--- src/sv/json_string_escaper_utf8_assert.svh ---
// Assertion helpers for the string escaper; clk and rst_n come from the including scope.
`ifndef JSON_STRING_ESCAPER_UTF8_ASSERT_SVH
`define JSON_STRING_ESCAPER_UTF8_ASSERT_SVH

// same-cycle implication
`define JSE_ASSERT_NOW(label, ante, cons, msg) \
    label: assert property (@(posedge clk) disable iff (!rst_n) (ante) |-> (cons)) \
        else $error(msg);

// next-cycle implication
`define JSE_ASSERT_NEXT(label, ante, cons, msg) \
    label: assert property (@(posedge clk) disable iff (!rst_n) (ante) |=> (cons)) \
        else $error(msg);

`endif

--- src/sv/jse_pkg.sv ---
`default_nettype none

package jse_pkg;

    // what follows the held-byte part of a command
    typedef logic [2:0] tail_kind_t;
    localparam tail_kind_t TAIL_NONE  = 3'd0;
    localparam tail_kind_t TAIL_RAW   = 3'd1;
    localparam tail_kind_t TAIL_SHORT = 3'd2;
    localparam tail_kind_t TAIL_HEX   = 3'd3;
    localparam tail_kind_t TAIL_CLOSE = 3'd4;

    localparam logic [7:0] CH_QUOTE  = 8'h22;
    localparam logic [7:0] CH_BSLASH = 8'h5c;
    localparam logic [7:0] CH_U      = 8'h75;
    localparam logic [7:0] CH_ZERO   = 8'h30;

    // at most one command per item: optional opening quote, held bytes (raw or
    // escaped), then a tail action
    typedef struct packed {
        logic             open;
        logic [1:0]       pend_cnt;
        logic             pend_raw;
        logic [2:0][7:0]  pend;
        tail_kind_t       tail;
        logic [7:0]       fresh;
    } cmd_t;

    typedef struct packed {
        logic full;
        logic empty;
    } q_stat_t;

endpackage

`default_nettype wire

--- src/sv/jse_in_if.sv ---
`default_nettype none

interface jse_in_if;
    logic       valid;
    logic       ready;
    logic [7:0] byte_value;
    logic       end_of_string;

    modport source (output valid, output byte_value, output end_of_string, input ready);
    modport sink   (input valid, input byte_value, input end_of_string, output ready);
endinterface

`default_nettype wire

--- src/sv/jse_out_if.sv ---
`default_nettype none

interface jse_out_if;
    logic       valid;
    logic       ready;
    logic [7:0] out_byte;
    logic       last_of_run;

    modport source (output valid, output out_byte, output last_of_run, input ready);
    modport sink   (input valid, input out_byte, input last_of_run, output ready);
endinterface

`default_nettype wire

--- src/sv/json_string_escaper_utf8.sv ---
// JSON string escaper with UTF-8 checking.
// raw (valid/ready): one string byte per item, or an end item
//   (end_of_string = 1, byte_value ignored) that closes the string.
// quoted (valid/ready): the quoted text, one byte per item; last_of_run marks
//   the final output byte caused by one raw item.
// The front classifies each raw item and tracks held UTF-8 bytes; it takes
//   one item per cycle while the command queue (QUEUE_DEPTH entries) has room.
//   Items that only extend a held sequence produce nothing and use no slot.
// The back expands one command at a time, one output byte per cycle while
//   quoted.ready is high: escapes cost 2 or 6 bytes, so sustained input
//   rate is set by the output byte count of each item.
// Path: an item's command is written into the queue, and its first output
//   byte is then loaded into the output register.
// Stall: when quoted.ready is low the output register holds; the queue fills
//   and raw.ready drops once QUEUE_DEPTH commands wait.
// Reset: queue empty, nothing held, the next item opens a new string.
`default_nettype none
`include "json_string_escaper_utf8_assert.svh"

module json_string_escaper_utf8
    import jse_pkg::*;
#(
    parameter int QUEUE_DEPTH = 4
)
(
    input  wire logic clk,
    input  wire logic rst_n,
    jse_in_if.sink    raw,
    jse_out_if.source quoted
);

    cmd_t    f_cmd;
    cmd_t    q_head;
    q_stat_t q_stat;
    logic    q_push;
    logic    b_pop;

    // classification and held-byte tracking
    jse_front u_front (
        .clk    (clk),
        .rst_n  (rst_n),
        .raw    (raw),
        .q_stat (q_stat),
        .push   (q_push),
        .cmd    (f_cmd)
    );

    // decouples acceptance from expansion
    jse_queue #(
        .DEPTH (QUEUE_DEPTH)
    ) u_queue (
        .clk    (clk),
        .rst_n  (rst_n),
        .push   (q_push),
        .wr_cmd (f_cmd),
        .pop    (b_pop),
        .head   (q_head),
        .stat   (q_stat)
    );

    // byte sequencer with output register
    jse_back u_back (
        .clk    (clk),
        .rst_n  (rst_n),
        .head   (q_head),
        .q_stat (q_stat),
        .pop    (b_pop),
        .quoted (quoted)
    );

    // every end item yields at least the closing quote
    `JSE_ASSERT_NOW(a_end_pushes, raw.valid && raw.ready && raw.end_of_string, q_push, "end item not queued")
    // a command retires exactly when its last byte is loaded
    `JSE_ASSERT_NEXT(a_pop_last, b_pop, quoted.valid && quoted.last_of_run, "pop without last byte")
    `JSE_ASSERT_NOW(a_no_pop_empty, q_stat.empty, !b_pop, "pop from empty queue")
    `JSE_ASSERT_NOW(a_no_push_full, q_stat.full, !q_push, "push into full queue")

endmodule

`default_nettype wire

--- src/sv/jse_front.sv ---
`default_nettype none

module jse_front
    import jse_pkg::*;
(
    input  wire logic    clk,
    input  wire logic    rst_n,
    jse_in_if.sink       raw,
    input  wire q_stat_t q_stat,
    output logic         push,
    output cmd_t         cmd
);

    localparam logic [7:0] LEAD2_LO = 8'hc2;
    localparam logic [7:0] LEAD2_HI = 8'hdf;
    localparam logic [7:0] LEAD3_LO = 8'he0;
    localparam logic [7:0] LEAD3_HI = 8'hef;
    localparam logic [7:0] LEAD4_LO = 8'hf0;
    localparam logic [7:0] LEAD4_HI = 8'hf4;
    localparam logic [7:0] LEAD_E0  = 8'he0;
    localparam logic [7:0] LEAD_ED  = 8'hed;
    localparam logic [7:0] LEAD_F0  = 8'hf0;
    localparam logic [7:0] LEAD_F4  = 8'hf4;

    logic [2:0][7:0] pend_reg, pend_next;
    logic [1:0]      cnt_reg, cnt_next;
    logic [2:0]      exp_reg, exp_next;
    logic            started_reg, started_next;

    logic            acc;
    logic [7:0]      b;
    tail_kind_t      f_tail;
    logic [7:0]      f_char;
    logic [2:0]      f_len;
    logic            b_fits;

    function automatic logic fits(input logic [7:0] lead, input logic [1:0] pos,
                                  input logic [7:0] v);
        logic cont;
        logic r;
        cont = (v[7:6] == 2'b10);
        r = cont;
        if (pos == 2'd1) begin
            case (lead)
                LEAD_E0: r = (v >= 8'ha0) && (v <= 8'hbf);
                LEAD_ED: r = (v >= 8'h80) && (v <= 8'h9f);
                LEAD_F0: r = (v >= 8'h90) && (v <= 8'hbf);
                LEAD_F4: r = (v >= 8'h80) && (v <= 8'h8f);
                default: r = cont;
            endcase
        end
        return r;
    endfunction

    assign raw.ready = !q_stat.full;
    assign acc = raw.valid && raw.ready;
    assign b = raw.byte_value;
    assign b_fits = fits(pend_reg[0], cnt_reg, b);

    // classify a byte taken with nothing held
    always_comb
    begin
        if ((b >= LEAD2_LO) && (b <= LEAD2_HI))
            f_len = 3'd2;
        else if ((b >= LEAD3_LO) && (b <= LEAD3_HI))
            f_len = 3'd3;
        else if ((b >= LEAD4_LO) && (b <= LEAD4_HI))
            f_len = 3'd4;
        else
            f_len = 3'd0;

        f_char = b;
        case (b)
            8'h22:   begin f_tail = TAIL_SHORT; f_char = CH_QUOTE;  end
            8'h5c:   begin f_tail = TAIL_SHORT; f_char = CH_BSLASH; end
            8'h08:   begin f_tail = TAIL_SHORT; f_char = 8'h62;     end
            8'h0c:   begin f_tail = TAIL_SHORT; f_char = 8'h66;     end
            8'h0a:   begin f_tail = TAIL_SHORT; f_char = 8'h6e;     end
            8'h0d:   begin f_tail = TAIL_SHORT; f_char = 8'h72;     end
            8'h09:   begin f_tail = TAIL_SHORT; f_char = 8'h74;     end
            default:
            begin
                if (b < 8'h20)
                    f_tail = TAIL_HEX;
                else if (b < 8'h80)
                    f_tail = TAIL_RAW;
                else if (f_len == 3'd0)
                    f_tail = TAIL_HEX;
                else
                    f_tail = TAIL_NONE;    // new lead, held
            end
        endcase
    end

    always_comb
    begin
        cmd.open     = !started_reg;
        cmd.pend_cnt = 2'd0;
        cmd.pend_raw = 1'b0;
        cmd.pend     = pend_reg;
        cmd.tail     = TAIL_NONE;
        cmd.fresh    = b;

        pend_next    = pend_reg;
        cnt_next     = cnt_reg;
        exp_next     = exp_reg;
        started_next = started_reg;

        if (acc)
        begin
            started_next = 1'b1;
            if (raw.end_of_string)
            begin
                cmd.pend_cnt = cnt_reg;
                cmd.tail     = TAIL_CLOSE;
                pend_next    = '0;
                cnt_next     = 2'd0;
                exp_next     = 3'd0;
                started_next = 1'b0;
            end
            else if ((cnt_reg != 2'd0) && (exp_reg >= 3'd2) && b_fits &&
                     (({1'b0, cnt_reg} + 3'd1) >= exp_reg))
            begin
                // sequence complete: pass it through raw
                cmd.pend_cnt = cnt_reg;
                cmd.pend_raw = 1'b1;
                cmd.tail     = TAIL_RAW;
                pend_next    = '0;
                cnt_next     = 2'd0;
                exp_next     = 3'd0;
            end
            else if ((cnt_reg != 2'd0) && (exp_reg >= 3'd2) && b_fits)
            begin
                if (cnt_reg != 2'd3)
                begin
                    pend_next[cnt_reg] = b;
                    cnt_next = cnt_reg + 2'd1;
                end
            end
            else
            begin
                // broken sequence flushes escaped, then the byte starts afresh
                if ((cnt_reg != 2'd0) && (exp_reg >= 3'd2))
                    cmd.pend_cnt = cnt_reg;
                cmd.tail  = f_tail;
                cmd.fresh = f_char;
                pend_next = '0;
                if (f_len != 3'd0)
                begin
                    pend_next[0] = b;
                    cnt_next     = 2'd1;
                    exp_next     = f_len;
                end
                else
                begin
                    cnt_next = 2'd0;
                    exp_next = 3'd0;
                end
            end
        end
    end

    assign push = acc && (cmd.open || (cmd.pend_cnt != 2'd0) || (cmd.tail != TAIL_NONE));

    always_ff @(posedge clk or negedge rst_n)
    begin
        if (!rst_n)
        begin
            pend_reg    <= '0;
            cnt_reg     <= 2'd0;
            exp_reg     <= 3'd0;
            started_reg <= 1'b0;
        end
        else
        begin
            pend_reg    <= pend_next;
            cnt_reg     <= cnt_next;
            exp_reg     <= exp_next;
            started_reg <= started_next;
        end
    end

endmodule

`default_nettype wire

--- src/sv/jse_queue.sv ---
`default_nettype none

module jse_queue
    import jse_pkg::*;
#(
    parameter int DEPTH = 4
)
(
    input  wire logic clk,
    input  wire logic rst_n,
    input  wire logic push,
    input  wire cmd_t wr_cmd,
    input  wire logic pop,
    output cmd_t      head,
    output q_stat_t   stat
);

    localparam int PW = (DEPTH > 1) ? $clog2(DEPTH) : 1;
    localparam int CW = $clog2(DEPTH + 1);
    localparam logic [PW-1:0] LAST_PTR = PW'(DEPTH - 1);
    localparam logic [CW-1:0] FULL_CNT = CW'(DEPTH);

    cmd_t          mem [DEPTH];
    logic [PW-1:0] wr_ptr_reg, rd_ptr_reg;
    logic [CW-1:0] count_reg;
    logic          do_push, do_pop;

    assign stat.full  = (count_reg == FULL_CNT);
    assign stat.empty = (count_reg == '0);
    assign do_push = push && !stat.full;
    assign do_pop  = pop && !stat.empty;
    assign head = mem[rd_ptr_reg];

    always_ff @(posedge clk)
    begin
        if (do_push)
            mem[wr_ptr_reg] <= wr_cmd;
    end

    always_ff @(posedge clk or negedge rst_n)
    begin
        if (!rst_n)
        begin
            wr_ptr_reg <= '0;
            rd_ptr_reg <= '0;
            count_reg  <= '0;
        end
        else
        begin
            if (do_push)
                wr_ptr_reg <= (wr_ptr_reg == LAST_PTR) ? '0 : wr_ptr_reg + PW'(1);
            if (do_pop)
                rd_ptr_reg <= (rd_ptr_reg == LAST_PTR) ? '0 : rd_ptr_reg + PW'(1);
            if (do_push && !do_pop)
                count_reg <= count_reg + CW'(1);
            else if (do_pop && !do_push)
                count_reg <= count_reg - CW'(1);
        end
    end

endmodule

`default_nettype wire

--- src/sv/jse_back.sv ---
`default_nettype none

module jse_back
    import jse_pkg::*;
(
    input  wire logic    clk,
    input  wire logic    rst_n,
    input  wire cmd_t    head,
    input  wire q_stat_t q_stat,
    output logic         pop,
    jse_out_if.source    quoted
);

    localparam logic [1:0] PH_OPEN = 2'd0;
    localparam logic [1:0] PH_PEND = 2'd1;
    localparam logic [1:0] PH_TAIL = 2'd2;

    logic [1:0] phase_reg, phase_next, eff_phase;
    logic [1:0] idx_reg, idx_next;
    logic [2:0] sub_reg, sub_next;
    logic       ovalid_reg;
    logic [7:0] obyte_reg;
    logic       olast_reg;

    logic       step, unit_end, done, has_tail;
    logic [7:0] cur_byte, pend_byte;

    function automatic logic [7:0] hex_digit(input logic [3:0] n);
        return (n < 4'd10) ? (CH_ZERO + {4'd0, n}) : (8'h57 + {4'd0, n});
    endfunction

    // one character of a \u00xx escape
    function automatic logic [7:0] esc_char(input logic [7:0] v, input logic [2:0] s);
        logic [7:0] c;
        case (s)
            3'd0:    c = CH_BSLASH;
            3'd1:    c = CH_U;
            3'd2:    c = CH_ZERO;
            3'd3:    c = CH_ZERO;
            3'd4:    c = hex_digit(v[7:4]);
            default: c = hex_digit(v[3:0]);
        endcase
        return c;
    endfunction

    assign step      = !q_stat.empty && (!ovalid_reg || quoted.ready);
    assign has_tail  = (head.tail != TAIL_NONE);
    assign pend_byte = head.pend[idx_reg];

    // a command without an opening quote starts at its first non-empty part
    always_comb
    begin
        if ((phase_reg == PH_OPEN) && !head.open)
            eff_phase = (head.pend_cnt != 2'd0) ? PH_PEND : PH_TAIL;
        else
            eff_phase = phase_reg;
    end

    always_comb
    begin
        cur_byte = CH_QUOTE;
        unit_end = 1'b1;
        case (eff_phase)
            PH_OPEN:
            begin
                cur_byte = CH_QUOTE;
                unit_end = 1'b1;
            end
            PH_PEND:
            begin
                cur_byte = head.pend_raw ? pend_byte : esc_char(pend_byte, sub_reg);
                unit_end = head.pend_raw || (sub_reg == 3'd5);
            end
            PH_TAIL:
            begin
                case (head.tail)
                    TAIL_RAW:
                    begin
                        cur_byte = head.fresh;
                        unit_end = 1'b1;
                    end
                    TAIL_SHORT:
                    begin
                        cur_byte = (sub_reg == 3'd0) ? CH_BSLASH : head.fresh;
                        unit_end = (sub_reg == 3'd1);
                    end
                    TAIL_HEX:
                    begin
                        cur_byte = esc_char(head.fresh, sub_reg);
                        unit_end = (sub_reg == 3'd5);
                    end
                    default:
                    begin
                        cur_byte = CH_QUOTE;
                        unit_end = 1'b1;
                    end
                endcase
            end
            default:
            begin
                cur_byte = CH_QUOTE;
                unit_end = 1'b1;
            end
        endcase
    end

    always_comb
    begin
        phase_next = eff_phase;
        idx_next   = idx_reg;
        sub_next   = sub_reg + 3'd1;
        done       = 1'b0;
        if (unit_end)
        begin
            sub_next = 3'd0;
            case (eff_phase)
                PH_OPEN:
                begin
                    if (head.pend_cnt != 2'd0)
                    begin
                        phase_next = PH_PEND;
                        idx_next   = 2'd0;
                    end
                    else if (has_tail)
                        phase_next = PH_TAIL;
                    else
                        done = 1'b1;
                end
                PH_PEND:
                begin
                    if (idx_reg == (head.pend_cnt - 2'd1))
                    begin
                        if (has_tail)
                            phase_next = PH_TAIL;
                        else
                            done = 1'b1;
                    end
                    else
                        idx_next = idx_reg + 2'd1;
                end
                default: done = 1'b1;
            endcase
            if (done)
            begin
                phase_next = PH_OPEN;
                idx_next   = 2'd0;
            end
        end
    end

    assign pop = step && done;

    always_ff @(posedge clk or negedge rst_n)
    begin
        if (!rst_n)
        begin
            phase_reg  <= PH_OPEN;
            idx_reg    <= 2'd0;
            sub_reg    <= 3'd0;
            ovalid_reg <= 1'b0;
        end
        else if (step)
        begin
            phase_reg  <= phase_next;
            idx_reg    <= idx_next;
            sub_reg    <= sub_next;
            ovalid_reg <= 1'b1;
        end
        else if (quoted.ready)
            ovalid_reg <= 1'b0;
    end

    always_ff @(posedge clk)
    begin
        if (step)
        begin
            obyte_reg <= cur_byte;
            olast_reg <= done;
        end
    end

    assign quoted.valid       = ovalid_reg;
    assign quoted.out_byte    = obyte_reg;
    assign quoted.last_of_run = olast_reg;

endmodule

`default_nettype wire

--- src/flat_wrapper.sv ---
// flat-port wrapper written by rule: the top's interface ports become plain ports
module json_string_escaper_utf8_flat import jse_pkg::*;
#(
    parameter int QUEUE_DEPTH = 4
)
  (clk, rst_n, raw_valid, raw_byte_value, raw_end_of_string, raw_ready, quoted_valid, quoted_out_byte, quoted_last_of_run, quoted_ready);
  jse_in_if raw_i ();
  jse_out_if quoted_i ();
  input  wire logic clk;
  input  wire logic rst_n;
  input wire logic [$bits(raw_i.valid)-1:0] raw_valid;
  input wire logic [$bits(raw_i.byte_value)-1:0] raw_byte_value;
  input wire logic [$bits(raw_i.end_of_string)-1:0] raw_end_of_string;
  output wire logic [$bits(raw_i.ready)-1:0] raw_ready;
  output wire logic [$bits(quoted_i.valid)-1:0] quoted_valid;
  output wire logic [$bits(quoted_i.out_byte)-1:0] quoted_out_byte;
  output wire logic [$bits(quoted_i.last_of_run)-1:0] quoted_last_of_run;
  input wire logic [$bits(quoted_i.ready)-1:0] quoted_ready;
  assign raw_i.valid = raw_valid;
  assign raw_i.byte_value = raw_byte_value;
  assign raw_i.end_of_string = raw_end_of_string;
  assign raw_ready = raw_i.ready;
  assign quoted_valid = quoted_i.valid;
  assign quoted_out_byte = quoted_i.out_byte;
  assign quoted_last_of_run = quoted_i.last_of_run;
  assign quoted_i.ready = quoted_ready;
  json_string_escaper_utf8 #(.QUEUE_DEPTH(QUEUE_DEPTH)) u_core (.clk(clk), .rst_n(rst_n), .raw(raw_i), .quoted(quoted_i));
endmodule
--- config.mk ---
export PLATFORM = sky130hd
export DESIGN_NAME = json_string_escaper_utf8_flat
export DESIGN_NICKNAME = d
export VERILOG_FILES = /design/src/sv/jse_pkg.sv /design/src/sv/jse_in_if.sv /design/src/sv/jse_out_if.sv /design/src/sv/json_string_escaper_utf8.sv /design/src/sv/jse_front.sv /design/src/sv/jse_queue.sv /design/src/sv/jse_back.sv /design/src/flat_wrapper.sv
export VERILOG_INCLUDE_DIRS = /design/src /design/src/sv
export SDC_FILE = /design/constraint.sdc
export NUM_CORES = 1
export LEC_CHECK = 0
export BUFFER_PORTS_ARGS = -buffer_cell sky130_fd_sc_hd__buf_2
export CORE_MARGIN = 3
export CORE_UTILIZATION = 40
export DETAILED_ROUTE_END_ITERATION = 8
export SLEW_MARGIN = 20
export SYNTH_ARGS = -nofsm -noshare
export SYNTH_HDL_FRONTEND = slang
export SYNTH_HIERARCHICAL = 1
export SYNTH_SLANG_ARGS = --single-unit
--- constraint.sdc ---
create_clock -name clk -period 4.7 [get_ports clk]
set_input_delay 0.235 -clock clk [delete_from_list [all_inputs] [get_ports clk]]
set_output_delay 0.235 -clock clk [all_outputs]
set_load 0.03 [all_outputs]
# Word level (Yosys, flattened, before mapping)
# Memories as Yosys holds them, arrays and structs flattened.
# Index checks and enable logic that the tools add are counted.
[word_totals]
regBits = 54
mem_bits_rw = 156
input_bits = 13
output_inout_bits = 11
elab_cells = 220
memories = 1
[mem_list]
columns = ["memory", "words", "width", "rd", "rd_clocked_by_memory_dff", "wr", "line", "rtl"]
rows = [
  ["u_core.u_queue.mem", 4, 39, 1, 0, 1, "jse_queue.sv:23", "cmd_t mem [DEPTH];"],
]
[op_classes]
addsub = 17
magnitude_cmp = 23
eq_ne = 32
muxes = 82
n_reduce_logical = 50
[op_table]
columns = ["cell", "count"]
rows = [
  ["$mux W24", 4],
  ["$mux W8", 11],
  ["$pmux W8 S4", 2],
  ["$pmux W8 S7", 1],
  ["$ge A8 B8 Y1 const B", 6],
  ["$le A8 B8 Y1 const B", 6],
  ["$mux W2", 24],
  ["$eq A8 B4 Y1 const B", 5],
  ["$mux W3", 13],
  ["$add A7 B4 Y8 const A", 4],
  ["$eq A8 B8 Y1 const B", 4],
  ["$add A6 B4 Y7 const A", 4],
  ["$bwmux W24", 1],
  ["$pmux W8 S3", 1],
  ["$mux W11", 2],
  ["$logic_and A1 B1 Y1", 20],
  ["$bmux W8 S2", 1],
  ["$demux W8 S2", 1],
  ["$lt A4 B4 Y1 const B", 4],
  ["$pmux W8 S2", 1],
  ["$mux W1", 14],
  ["$eq A3 B2 Y1 const B", 4],
  ["$reduce_bool A3 Y1", 4],
  ["$reduce_bool A2 Y1", 5],
  ["other kinds (33)", 62],
]

# Depth between registers and ports, before layout
# Gate-level depths: netlist (run 1).
[depth]
depth_word = 22
depth_mapped = 20
depth_no_buf = 17

# By module
# Netlist (run 1), hierarchy kept.
[modules_own_cells]
columns = ["mod", "n_inst", "cells_each", "area_per_inst_um2", "seq_area_each_um2"]
rows = [
  ["jse_queue", 1, 241, 6094.6, 4859.7],
  ["jse_back", 1, 262, 2097.0, 470.5],
  ["jse_front", 1, 211, 1898.1, 750.7],
]

# Worst setup path before layout (run 1)
# Ideal clock, no wire load.
[synth_timing]
kind = "register -> register"
start = "reg u_core.u_queue.rd_ptr_reg[0]"
end = "reg u_core.u_queue.count_reg[2]"
setup_ps = 79
t_arrival_ps = 4002
required_time_ps = 4621
setup_slack_ps = 618
stages_incl_launch_ff = 21
n_path_buf = 4
synth_period_minus_slack_ps = 4082
path_cell_list = "dfrtp_1 -> buf_6 -> buf_6 -> mux4_2 -> inv_1 -> ha_1 -> nor3b_1 -> or2_1 -> inv_2 -> ha_1 -> clkbuf_1 -> a221o_1 -> buf_2 -> and3_1 -> o31ai_2 -> ha_1 -> inv_1 -> fa_1 -> xor2_1 -> nor2_1 -> xor2_1"
[synth_rtl]
columns = ["item", "line", "rtl"]
rows = [
  ["from (decl)", "jse_queue.sv:24", "logic [PW-1:0] wr_ptr_reg, rd_ptr_reg;"],
  ["from (signal assigned)", "jse_queue.sv:53", "rd_ptr_reg <= (rd_ptr_reg == LAST_PTR) ? '0 : rd_ptr_reg + PW'(1);"],
  ["to (signal assigned)", "jse_queue.sv:55", "count_reg <= count_reg + CW'(1);"],
  ["to (signal assigned)", "jse_queue.sv:57", "count_reg <= count_reg - CW'(1);"],
  ["to (decl)", "jse_queue.sv:25", "logic [CW-1:0] count_reg;"],
]

==> results of run 1 <==
[per-stage QoR]
stage / instance area, µm² / setup WS (ns)
3_5_place_dp: 10500 / 0.443
4_1_cts: 11300 / 0.428
6_report: 11300 / 0.430
3_3_place_gp: 10500 / 0.613
5_1_grt: 11300 / 0.0570
2_1_floorplan: 10100 / 0.618
[path summary, 6_finish.rpt]
kind / from / end / slack, ns / cells after the start
max: u_core/u_queue/rd_ptr_reg[0]$_DFFE_PN0P_ / u_core/u_queue/count_reg[2]$_DFFE_PN0P_ / 0.43 / 16
min: raw_byte_value[7] / u_core/u_queue/mem[0][7]$_DFFE_PP_ / 0.08 / 1
max reg2reg: u_core/u_queue/rd_ptr_reg[0]$_DFFE_PN0P_ / u_core/u_queue/count_reg[2]$_DFFE_PN0P_ / 0.43 / 16
min reg2reg: u_core/u_back/quoted.valid$_DFFE_PN0P_ / u_core/u_back/quoted.valid$_DFFE_PN0P_ / 0.51 / 2
max in group asynchronous: rst_n / u_core/u_queue/rd_ptr_reg[0]$_DFFE_PN0P_ / 3.84 / 3
min in group asynchronous: rst_n / u_core/u_front/cmd[33]$_DFFE_PN0P_ / 0.39 / 3
[cells by family (layout without fill, tap and decap cells)]
logic type | Yosys count | after routing | share of synthesized area [%]
mux | 57 | 57 | 10.9
fa+ha+maj | 27 | 27 | 3.42
flops | 210 | 210 | 60.3
simple gates | 175 | 175 | 9.03
xor+xnor | 10 | 10 | 0.868
buf+inv | 63 | 106 | 3.20
compound gates | 172 | 172 | 12.4
[Yosys cell counts, types with 4 or more instances]
library cell | number | area [µm²]
nand2b_1 | 9 | 56.3
nor3_1 | 13 | 65.1
mux4_2 | 39 | 878
nand4_1 | 5 | 31.3
buf_6 | 8 | 90.1
o21ai_0 | 37 | 185
clkbuf_1 | 14 | 52.6
a211oi_1 | 4 | 30.0
a31oi_1 | 11 | 68.8
nand3_1 | 13 | 65.1
a22oi_1 | 14 | 105
buf_2 | 10 | 50.1
and3_1 | 6 | 37.5
nor2b_1 | 10 | 62.6
or3_1 | 4 | 25.0
xor2_1 | 7 | 61.3
a22o_1 | 6 | 52.6
o21ai_1 | 8 | 40.0
o32ai_1 | 4 | 35.0
a21oi_1 | 30 | 150
ha_1 | 26 | 325
and2_1 | 6 | 37.5
inv_1 | 25 | 93.8
edfxtp_1 | 165 | 4950
mux2i_1 | 9 | 90.1
dfrtp_1 | 45 | 1130
nand2_1 | 44 | 165
nor3b_1 | 5 | 37.5
a21o_1 | 6 | 45.0
nor2_1 | 40 | 150
o21a_1 | 6 | 45.0
[layer usage]
metal | global-route usage [%] | share of wire [%] | wire [µm]
met2 | 27.3 | 49 | 10500
met3 | 2.23 | 4.5 | 983
met5 | 0 | 0 | 0
met1 | 22.4 | 45 | 9750
met4 | 4.69 | 2.1 | 450
[area by class of cell]
cell class                 instances  area [µm²]  area share [%]
sequential                       210        6080            53.8
multi-input combinational        441        3700            32.7
clock buffer                      26         597            5.28
tap                              324         405            3.59
timing repair buffer              37         225            1.99
clock inverter                    15         191            1.69
inverter                          28         108           0.952
[report_power, final]
part           switching [mW]  total (mW)  internal, mW  leakage (nW)
Clock                   0.712        1.85          1.14         0.385
Sequential              0.195        2.64          2.45          2.15
Combinational            1.77        2.89          1.12          1.52
Total                    2.68        7.38          4.70          4.05
==> summary.md, run 1 <==
In the finished design, the share of the clock period the worst path needs comes to 90.8%. Count of inserted antenna diode cells: 0. The finished layout holds 1081 standard cells, fillers aside.

Number of failing hold endpoints at the final stage: 0. After synthesis the cells add up to 10100 µm². The sort of element at the start of the critical path was a flip-flop. The cts-stage hold buffer count is 2, and the maximum clock insertion buffer count is 3. Setup violations remaining at the end of the flow were counted as 0. Summed over all layers, the global routing overflow is 0. Data on the critical path is required at its endpoint by 5.11 ns.

The number of placed instances with taps included was 1038; the slew at the pin closest to its max-slew limit was 0.907 ns. The first TritonRoute pass finished after 5 iterations. Setup repair after global routing left no endpoint under its margin.

For this run, the top clock speed supported by timing is 234 MHz. The worst ir drop on vdd is 284 µV. In this run, synthesis inferred 165 flip-flops with an integrated enable.

For this block, the routed nets add up to 21700 µm of wire. The worst setup path is of the flip-flop to flip-flop kind. The net count of the finished layout is 781. The logs give 4.05 nW for the reported leakage power and 24 for the number of top-level pins.

The worst pin sits at a relative slew slack of 39.6%. The tools report the maximum level of the CTS H-tree as 1. Most numerous cell on the critical path: ha_1. Number of buffers and inverters on the critical path: 3. The number of global-route vias before repair is 6212. The floorplan has 57 rows.

The count of distinct cell types in the synthesized netlist came out at 81. The tool flagged a number of max-cap violations equal to 0. The critical path endpoint category is a flip-flop.

In this run the worst path has a maximum fanout of 10. The post-synth net total is 754, and the first-iteration detailed-routing DRC count is 445. Among cell families on the critical path, the largest total delay comes from adder cells. Once detail routing completed, the nets flagged for antenna violations numbered 0. Traced cell by cell, the critical path runs through mux4_2 -> inv_1 -> ha_1 -> nor3b_1 -> or2_1 -> inv_2 -> ha_1 -> a221o_1 -> and3_1 -> o31ai_2 -> ha_1 -> inv_1 -> fa_1 -> xor2_1 -> nor2_1 -> xor2_1. Final-layout worst hold slack: 0.0802 ns. In the routed layout, each cell is associated on average with a via count of 5.67. The run gives 7.38 mW as the total power consumption of the routed design. For the clock latency at the later pin of the worst-skew pair, the log shows 0.51 ns. The slowest cell on the critical path was mux4_2.

More flip-flops sit in one register than any other, and that register is u_core/u_queue/mem. The cell at the root of the clock tree was clkbuf_16. The most common flop cell mapped by yosys was edfxtp_1. Final design utilization: 46.1%. For this run, the slowest stage of the critical path takes 0.57 ns. The floorplan step set the die height to 165 µm. The path category of the worst min-delay check is input pin to flip-flop. The floorplan step defined a die boundary enclosing 27200 µm². The number of flip-flops under the largest register name works out to 156.

After synthesis, flip-flops and latches occupy 60.3% of the total area. Detailed placement finished with a half-perimeter wire length of 14900 µm. In this run the tool buffered the top-level ports with 23 buffer cells. In the final routed layout, each cell accounts on average for 20.1 µm. In this run the horizontal extent of the chip is 165 µm. For this configuration, the core starts out at a cell density of 41.1%. The total DRC errors in the routed layout is 0, and the post-cts resize count is 0.

TritonCTS built the clock tree. The run finished with clean final reports. The routability congestion estimate was 0.954. The first global-routing pass estimated 34600 µm of wire. The core region is 24500 µm².

Fill cells in the final layout number 2148. The final total negative setup slack is 0 ns, and the clock edge transition at the registers on the reported setup and hold paths is 0.06 ns. The initial antenna violation count came out at 0. For the finished layout, the period the worst path requires is 4.27 ns. Counting flops with an async set or reset pin after synthesis yields a share of 21.4%. Area added between synthesis and finish: 12.1%.

The largest clock skew in the final design is 0.0194 ns, and the synthesis-stage register bit count is 210. The count of pins over their slew limit was 0. The tools report the number of warnings reported in the yosys synthesis log as 6. Leaving out fill and tap cells, the most frequent cell in the layout is edfxtp_1.

Clock tree synthesis found a total of 210 sinks. The number of setup buffers added after CTS is 0. A synthesized cell averages 14.1 µm².

Cells with a size suffix above 1 make up 19.6% of the layout. In this run the power density over the cells is 653 nW/µm². In the layout the commonest cells are 165 x edfxtp_1, 44 x nand2_1, 44 x dfrtp_1. Entering global routing, the biggest net connects 46 pins. The number of clock buffers added by TritonCTS is 23. At the worst endpoint, the arrival time is 4.68 ns. For this block, the via count after detailed routing is 6133. In the global route stage, overall resource usage came out at 16.3%. In the synthesized netlist, the number of instances is 714.
Note: power is estimated with default switching activity, not from simulation.
==> run 2: changes to the inputs <==
- clock period: 4.7 -> 3.7 ns (I/O delays scaled with it)
==> run 2 against run 1 <==
Sequential power is 26% higher; global-route usage grew 0.60 points; flip-flop and latch count unchanged; largest cell class unchanged; sequential share of layout area decreased by 0.73 points; critical path type unchanged; maximum frequency rose by 22%.
==> summary.md, run 2 (synthesis gave the netlist of run 1 again) <==
Headroom to the max-slew limit came out at 53.4%. The number of fillers in the final layout was 2167. For the maximum level of the CTS H-tree, the log shows 1. The library cell used most frequently in the layout, excluding fill and tap cells, is edfxtp_1. Number of failing hold endpoints at the final stage: 0.

The detailed-route via count came out at 6175. Setup repair after global routing left no endpoint under its margin. The mean number of vias per cell was 5.65; the reported leakage power was 4.09 nW. For the worst ir drop on vdd, the log shows 429 µV. After detailed routing, the number of remaining DRC violations is 0. The run gives 6080 µm² as the area occupied by registers. The worst setup path is captured at a flip-flop.

The run gives 0.196 ns as the slack of the critical path. The average routed wire per standard cell was 20.7 µm. Across all hold checks on the routed design, the worst slack comes to 0.0533 ns. The vertical extent of the die was 165 µm. Prior to clock tree synthesis, the placed netlist has a worst setup slack of -0.101 ns. The count of pins over their slew limit was 0.

The global-route wire length before repair is 35800 µm, and the final number of setup-violating endpoints is 0. Adding up every negative setup slack in the final design gives 0 ns. The number of antenna diodes in the final layout is 0. Entering global routing, the biggest net connects 46 pins.

For the number of top-level pins, the log shows 24. The worst setup path is of the flip-flop to flip-flop kind. The number of clock sinks seen by CTS came out at 210.

The sum of overflow across all layers after global routing was 0; the clock latency at the later pin of the worst-skew pair was 0.51 ns. In the final layout, the share of cells above drive strength 1 is 22.2%. In this run the clock root is driven by a clkbuf_16. The run finished with clean final reports. In the final design database the tool counted 792 nets. For this design the ratio of total power to cell area is 834 nW/µm². Once detail routing completed, the nets flagged for antenna violations numbered 0.

Path category of the worst min-delay check: input pin to flip-flop. The initial antenna violation count is 0. TritonCTS built the clock tree. For this run, the top clock speed supported by timing is 285 MHz. The run gives 41.1% as the starting utilization of the core area.

The initialized floorplan defines 57 standard-cell rows. The overall fraction of global-route tracks in use is 16.9%. The logs give 1045 for the number of placed instances with taps included and 15300 µm for the final HPWL from detailed placement. The tools report the wire length after detailed routing as 22700 µm. The top cell types in the final layout, fill and taps aside, are 165 x edfxtp_1, 44 x nand2_1, 44 x dfrtp_1. The final cell count without fillers is 1093, and the area of the multi-input gates is 3760 µm². At the end of routability-driven placement, the weighted congestion stood at 0.853. Across the run, the number of max-cap violations was 0. Before antenna repair, the detailed router went through 7 iterations. The sort of element at the start of the critical path is a flip-flop. The slew at the pin closest to its max-slew limit is 0.691 ns, and the area of the die is 27200 µm². Relative to the synthesized area, the layout overhead comes to 13.6%.

Measured along the x axis, the die boundary spans 165 µm. At the worst endpoint, the required time is 4.12 ns. The number of global-route vias before repair is 6349. After clock tree synthesis, the clock-pin slew on the worst setup and hold paths is 0.06 ns.

The longest clock path from root to sink contains 3 buffers. The run gives 394 as the first-iteration detailed-routing DRC count. The core region is 24500 µm². Port buffering added 23 buffers. The run gives 23 as the number of CTS-inserted buffers. The largest clock skew in the final design is 0.0115 ns, and the final worst-path cycle share is 94.7%. The number of flip-flops under the largest register name works out to 156. Subtracting the final worst setup slack from the clock period gives 3.50 ns.

The register with the most flip-flops was u_core/u_queue/mem. In this run the worst path has a maximum fanout of 7. The data arrival time of the critical path came out at 3.93 ns.
-- run 2: area by class of cell --
type / count / area share, %
Inverter: 28 / 0.939
Timing Repair Buffer: 48 / 3.23
Clock inverter: 14 / 1.19
Multi-Input combinational cell: 441 / 32.8
Clock buffer: 28 / 5.19
Tap cell: 324 / 3.54
Sequential cell: 210 / 53.1
-- run 2: critical path: stages (launching register included) --
cell	delay (ns)
dfrtp_2	0.41
mux4_2	0.51
inv_1	0.11
ha_4	0.17
nor3b_2	0.17
or2_4	0.15
inv_2	0.07
ha_4	0.19
a221o_1	0.34
and3_4	0.19
o31ai_4	0.07
ha_2	0.25
inv_2	0.04
fa_2	0.33
xor2_1	0.14
nor2_1	0.12
xor2_1	0.16
-- run 2: what timing repair did --
action,CTS,global route
endpoints found under the setup margin,2,2
hold buffers,2,0
buffers inserted,1,3
endpoints found under the hold margin,46,0
gates resized for setup,2,4
pin swaps,2,2
-- run 2: report_power, final --
| group | leakage [nW] | total [mW] | internal (mW) | switching, mW |
|---|---|---|---|---|
| Combinational | 1.59 | 4.04 | 1.63 | 2.41 |
| Clock | 0.354 | 2.21 | 1.30 | 0.912 |
| Sequential | 2.15 | 3.32 | 3.11 | 0.211 |
-- run 2: per-layer routing --
metal	GRT usage [%]	vias to the layer above	part of all wire, %
li1	-	2859	-
met3	2.46	36	5.1
met1	23.0	3104	44
met4	4.73	0	2.3
met5	0	-	0
met2	28.6	176	48
-- run 2: path summary, 6_finish.rpt --
path	slack, ns	end	depth (start not counted)	start
max reg2reg	0.20	u_core/u_queue/count_reg[2]$_DFFE_PN0P_	16	u_core/u_queue/rd_ptr_reg[0]$_DFFE_PN0P_
min reg2reg	0.52	u_core/u_back/quoted.valid$_DFFE_PN0P_	2	u_core/u_back/quoted.valid$_DFFE_PN0P_
max in group asynchronous	2.87	u_core/u_queue/rd_ptr_reg[0]$_DFFE_PN0P_	3	rst_n
min in group asynchronous	0.35	u_core/u_back/sub_reg[0]$_DFFE_PN0P_	3	rst_n
max	0.20	u_core/u_queue/count_reg[2]$_DFFE_PN0P_	16	u_core/u_queue/rd_ptr_reg[0]$_DFFE_PN0P_
min	0.05	u_core/u_queue/mem[3][7]$_DFFE_PP_	1	raw_byte_value[7]
-- run 2: metrics by stage --
stage	cell area, µm²	util, %	power (mW)
after global routing	11500	46.7	10.1
after floorplan	10200	-	6.32
final	11500	46.7	9.56
after CTS	11400	46.6	9.60
after global placement	10700	43.5	7.23
after detailed placement	10700	43.5	7.33
==> run 3: changes to the inputs <==
- CORE_ASPECT_RATIO: default -> 0.9
==> run 3 against run 2 <==
Design area rose by 1.1%; cell count up 1.5%; power up 2.7%; first-iteration DRC count up 48%; via count increased by 1.5%; clock skew up 0.011 ns; global-route usage about the same; combinational power is 1% higher; non-clock buffer count is 2 higher; register-to-register slack worse by 0.06 ns; worst setup slack worse by 0.062 ns; critical path type unchanged; critical endpoint unchanged.
==> summary.md, run 3 (synthesis gave the netlist of run 1 again) <==
The flow ran to the end, and the final reports show no timing, DRC or antenna violations. Measured along the x axis, the die boundary spans 173 µm. The tools report the initial antenna violation count as 0. The count of port buffers added during placement came out at 23.

24 I/O pins were placed. After detailed placement, the design holds a cell count of 1057. After detailed routing, the number of remaining DRC violations is 0.

On the final layout, the worst clock skew is 0.0230 ns. The clock latency at the later pin of the worst-skew pair was 0.52 ns. Static timing analysis puts the maximum clock frequency at 280 MHz. Entering global routing, the biggest net connects 46 pins. Setup violations remaining at the end of the flow were counted as 0. The first global-routing pass estimated 36300 µm of wire. The worst pin sits at a relative slew slack of 52.7%.

Counting the fill cells in the layout gives 2113. The logs give 41.1% for the starting utilization of the core area and 0 for the number of failing hold endpoints at the final stage. The run gives 27200 µm² as the area of the die. The number of core rows was 54; the slew at the pin closest to its max-slew limit was 0.703 ns.

The number of antenna diodes in the final layout is 0. The share of final-layout standard cells stronger than drive strength 1 was 23.0%. The kind of cell with the highest combined delay along the critical path is adder cells. Ranked by flip-flop count, first place goes to u_core/u_queue/mem.

The logs give 582 for the first-iteration detailed-routing DRC count and 5 for the number of detailed-routing iterations run before antenna repair. The min-delay analysis places its worst path in the category input pin to flip-flop. The longest clock path from root to sink contains 3 buffers. The critical path contains buffers and inverters numbering 3 combined. The cell at the root of the clock tree was clkbuf_16.

Global routing used 16.9% of the available tracks. The library cell used most frequently in the layout, excluding fill and tap cells, is edfxtp_1. The worst setup path is captured at a flip-flop. The final net count is 795, and the number of CTS-inserted buffers is 24.

The count of nets left with antenna violations once routing finished came out at 0. The core region is 24500 µm². The count of pins over their slew limit is 0. Number of flip-flops under the largest register name: 156. The critical path is of the flip-flop to flip-flop type. Across the VDD grid, the largest voltage drop is 561 µV.

For the data arrival time of the critical path, the log shows 4.01 ns. The congestion estimate from routability-driven global placement came to 0.884. The clock edge transition at the registers on the reported setup and hold paths works out to 0.06 ns.

Traced cell by cell, the critical path runs through mux4_2 -> inv_1 -> ha_4 -> nor3b_2 -> or2_4 -> inv_2 -> ha_4 -> a32oi_2 -> o21ai_1 -> and3_4 -> o31ai_4 -> ha_2 -> inv_2 -> fa_2 -> xor2_1 -> nor2_1 -> xor2_1. In this run the vertical extent of the chip is 157 µm. The wire length after detailed routing is 22800 µm, and the final design utilization is 47.3%.

The minimum period implied by the final worst setup slack works out to 3.57 ns. For this design the ratio of total power to cell area is 847 nW/µm². The clock drives 210 sinks.

In the layout the commonest cells are 165 x edfxtp_1, 44 x nand2_1, 44 x dfrtp_1. For the final HPWL from detailed placement, the log shows 15200 µm. The total power consumption of the routed design is 9.82 mW, and the final cell count without fillers is 1109. The run gives 1 as the maximum level of the CTS H-tree.

The slowest cell on the critical path was mux4_2. On the worst path, the slowest cell contributes a delay of 0.50 ns. Of the available clock period, the critical path in the final layout requires 96.4%.

Max-cap violations in this run came to 0. The logs give 4.15 nW for the reported leakage power and 6269 for the detailed-route via count. After detailed routing, the number of vias per cell comes to 5.65.

The final total negative setup slack was 0 ns; the largest fanout of any net on the critical path was 10. The number of global-route vias before repair came out at 6434. The tools report the sort of element at the start of the critical path as a flip-flop.

TritonCTS built the clock tree. The area growth from synthesis to layout is 14.9%. At the worst endpoint, the required time is 4.14 ns. In the final routed layout, each cell accounts on average for 20.5 µm. The sum of overflow across all layers after global routing came out at 0.
-- run 3: cell types whose count changed in the layout (fill, tap and decap cells not counted), moves of 2 or more --
cell / delta
inv_6: -4
clkbuf_16: +2
clkbuf_8: +5
clkinv_1: -4
buf_4: +2
-- run 3: layout make-up --
type | instances | area (µm²) | share of cell area (%)
clock buffer | 35 | 713 | 6.15
clock inverter | 9 | 119 | 1.03
inverter | 28 | 108 | 0.929
multi-input combinational | 441 | 3760 | 32.5
sequential | 210 | 6080 | 52.5
tap | 336 | 420 | 3.63
timing repair buffer | 50 | 382 | 3.29
-- run 3: through the flow --
step                instance area [µm²]  hold slack, ns  setup slack [ns]
floorplan                         10200          -0.111           -0.0933
global placement                  10700           0.458             0.156
detailed placement                10700           0.249           -0.0943
CTS                               11500          0.0173           0.00537
global route                      11600          0.0936           -0.0470
finish                            11600          0.0593             0.134
-- run 3: report_power, final --
group	switching, mW	internal (mW)	leakage, nW
Clock	0.934	1.48	0.401
Combinational	2.43	1.65	1.60
Sequential	0.207	3.11	2.15
-- run 3: per-layer routing --
layer,GRT usage [%],share of wire [%],vias to the layer above
li1,-,-,2857
met1,23.5,46,3182
met2,27.8,47,193
met3,2.23,4.9,37
met4,5.48,2.3,0
met5,0,0,-
-- run 3: path summary, 6_finish.rpt --
check                                                          from                                        to  slack [ns]  cells past startpoint
setup reg to reg           u_core/u_queue/rd_ptr_reg[0]$_DFFE_PN0P_   u_core/u_queue/count_reg[2]$_DFFE_PN0P_        0.13                     17
hold reg to reg              u_core/u_back/quoted.valid$_DFFE_PN0P_    u_core/u_back/quoted.valid$_DFFE_PN0P_        0.52                      2
setup / recovery           u_core/u_queue/rd_ptr_reg[0]$_DFFE_PN0P_   u_core/u_queue/count_reg[2]$_DFFE_PN0P_        0.13                     17
min in group asynchronous                                     rst_n  u_core/u_queue/wr_ptr_reg[1]$_DFFE_PN0P_        0.23                      2
max in group asynchronous                                     rst_n  u_core/u_queue/rd_ptr_reg[0]$_DFFE_PN0P_        3.00                      2
hold / removal                                    raw_end_of_string     u_core/u_front/exp_reg[1]$_DFFE_PN0P_        0.06                      4
-- run 3: timing repair --
item                       in CTS  in global routing
hold buffers                    3                  0
hold endpoints to repair       50                  0
setup endpoints to repair       2                  4
pin swaps                       0                  3
resized for setup               2                  5
setup buffers                   0                  5
-- run 3: worst register-to-register path: cells and delay by family (launching register included) --
kind	cells	cell delay, ns
fa+ha+maj	4	0.95
simple gates	4	0.67
mux	1	0.51
compound gates	3	0.42
flops	1	0.41
xor+xnor	2	0.32
buf+inv	3	0.22
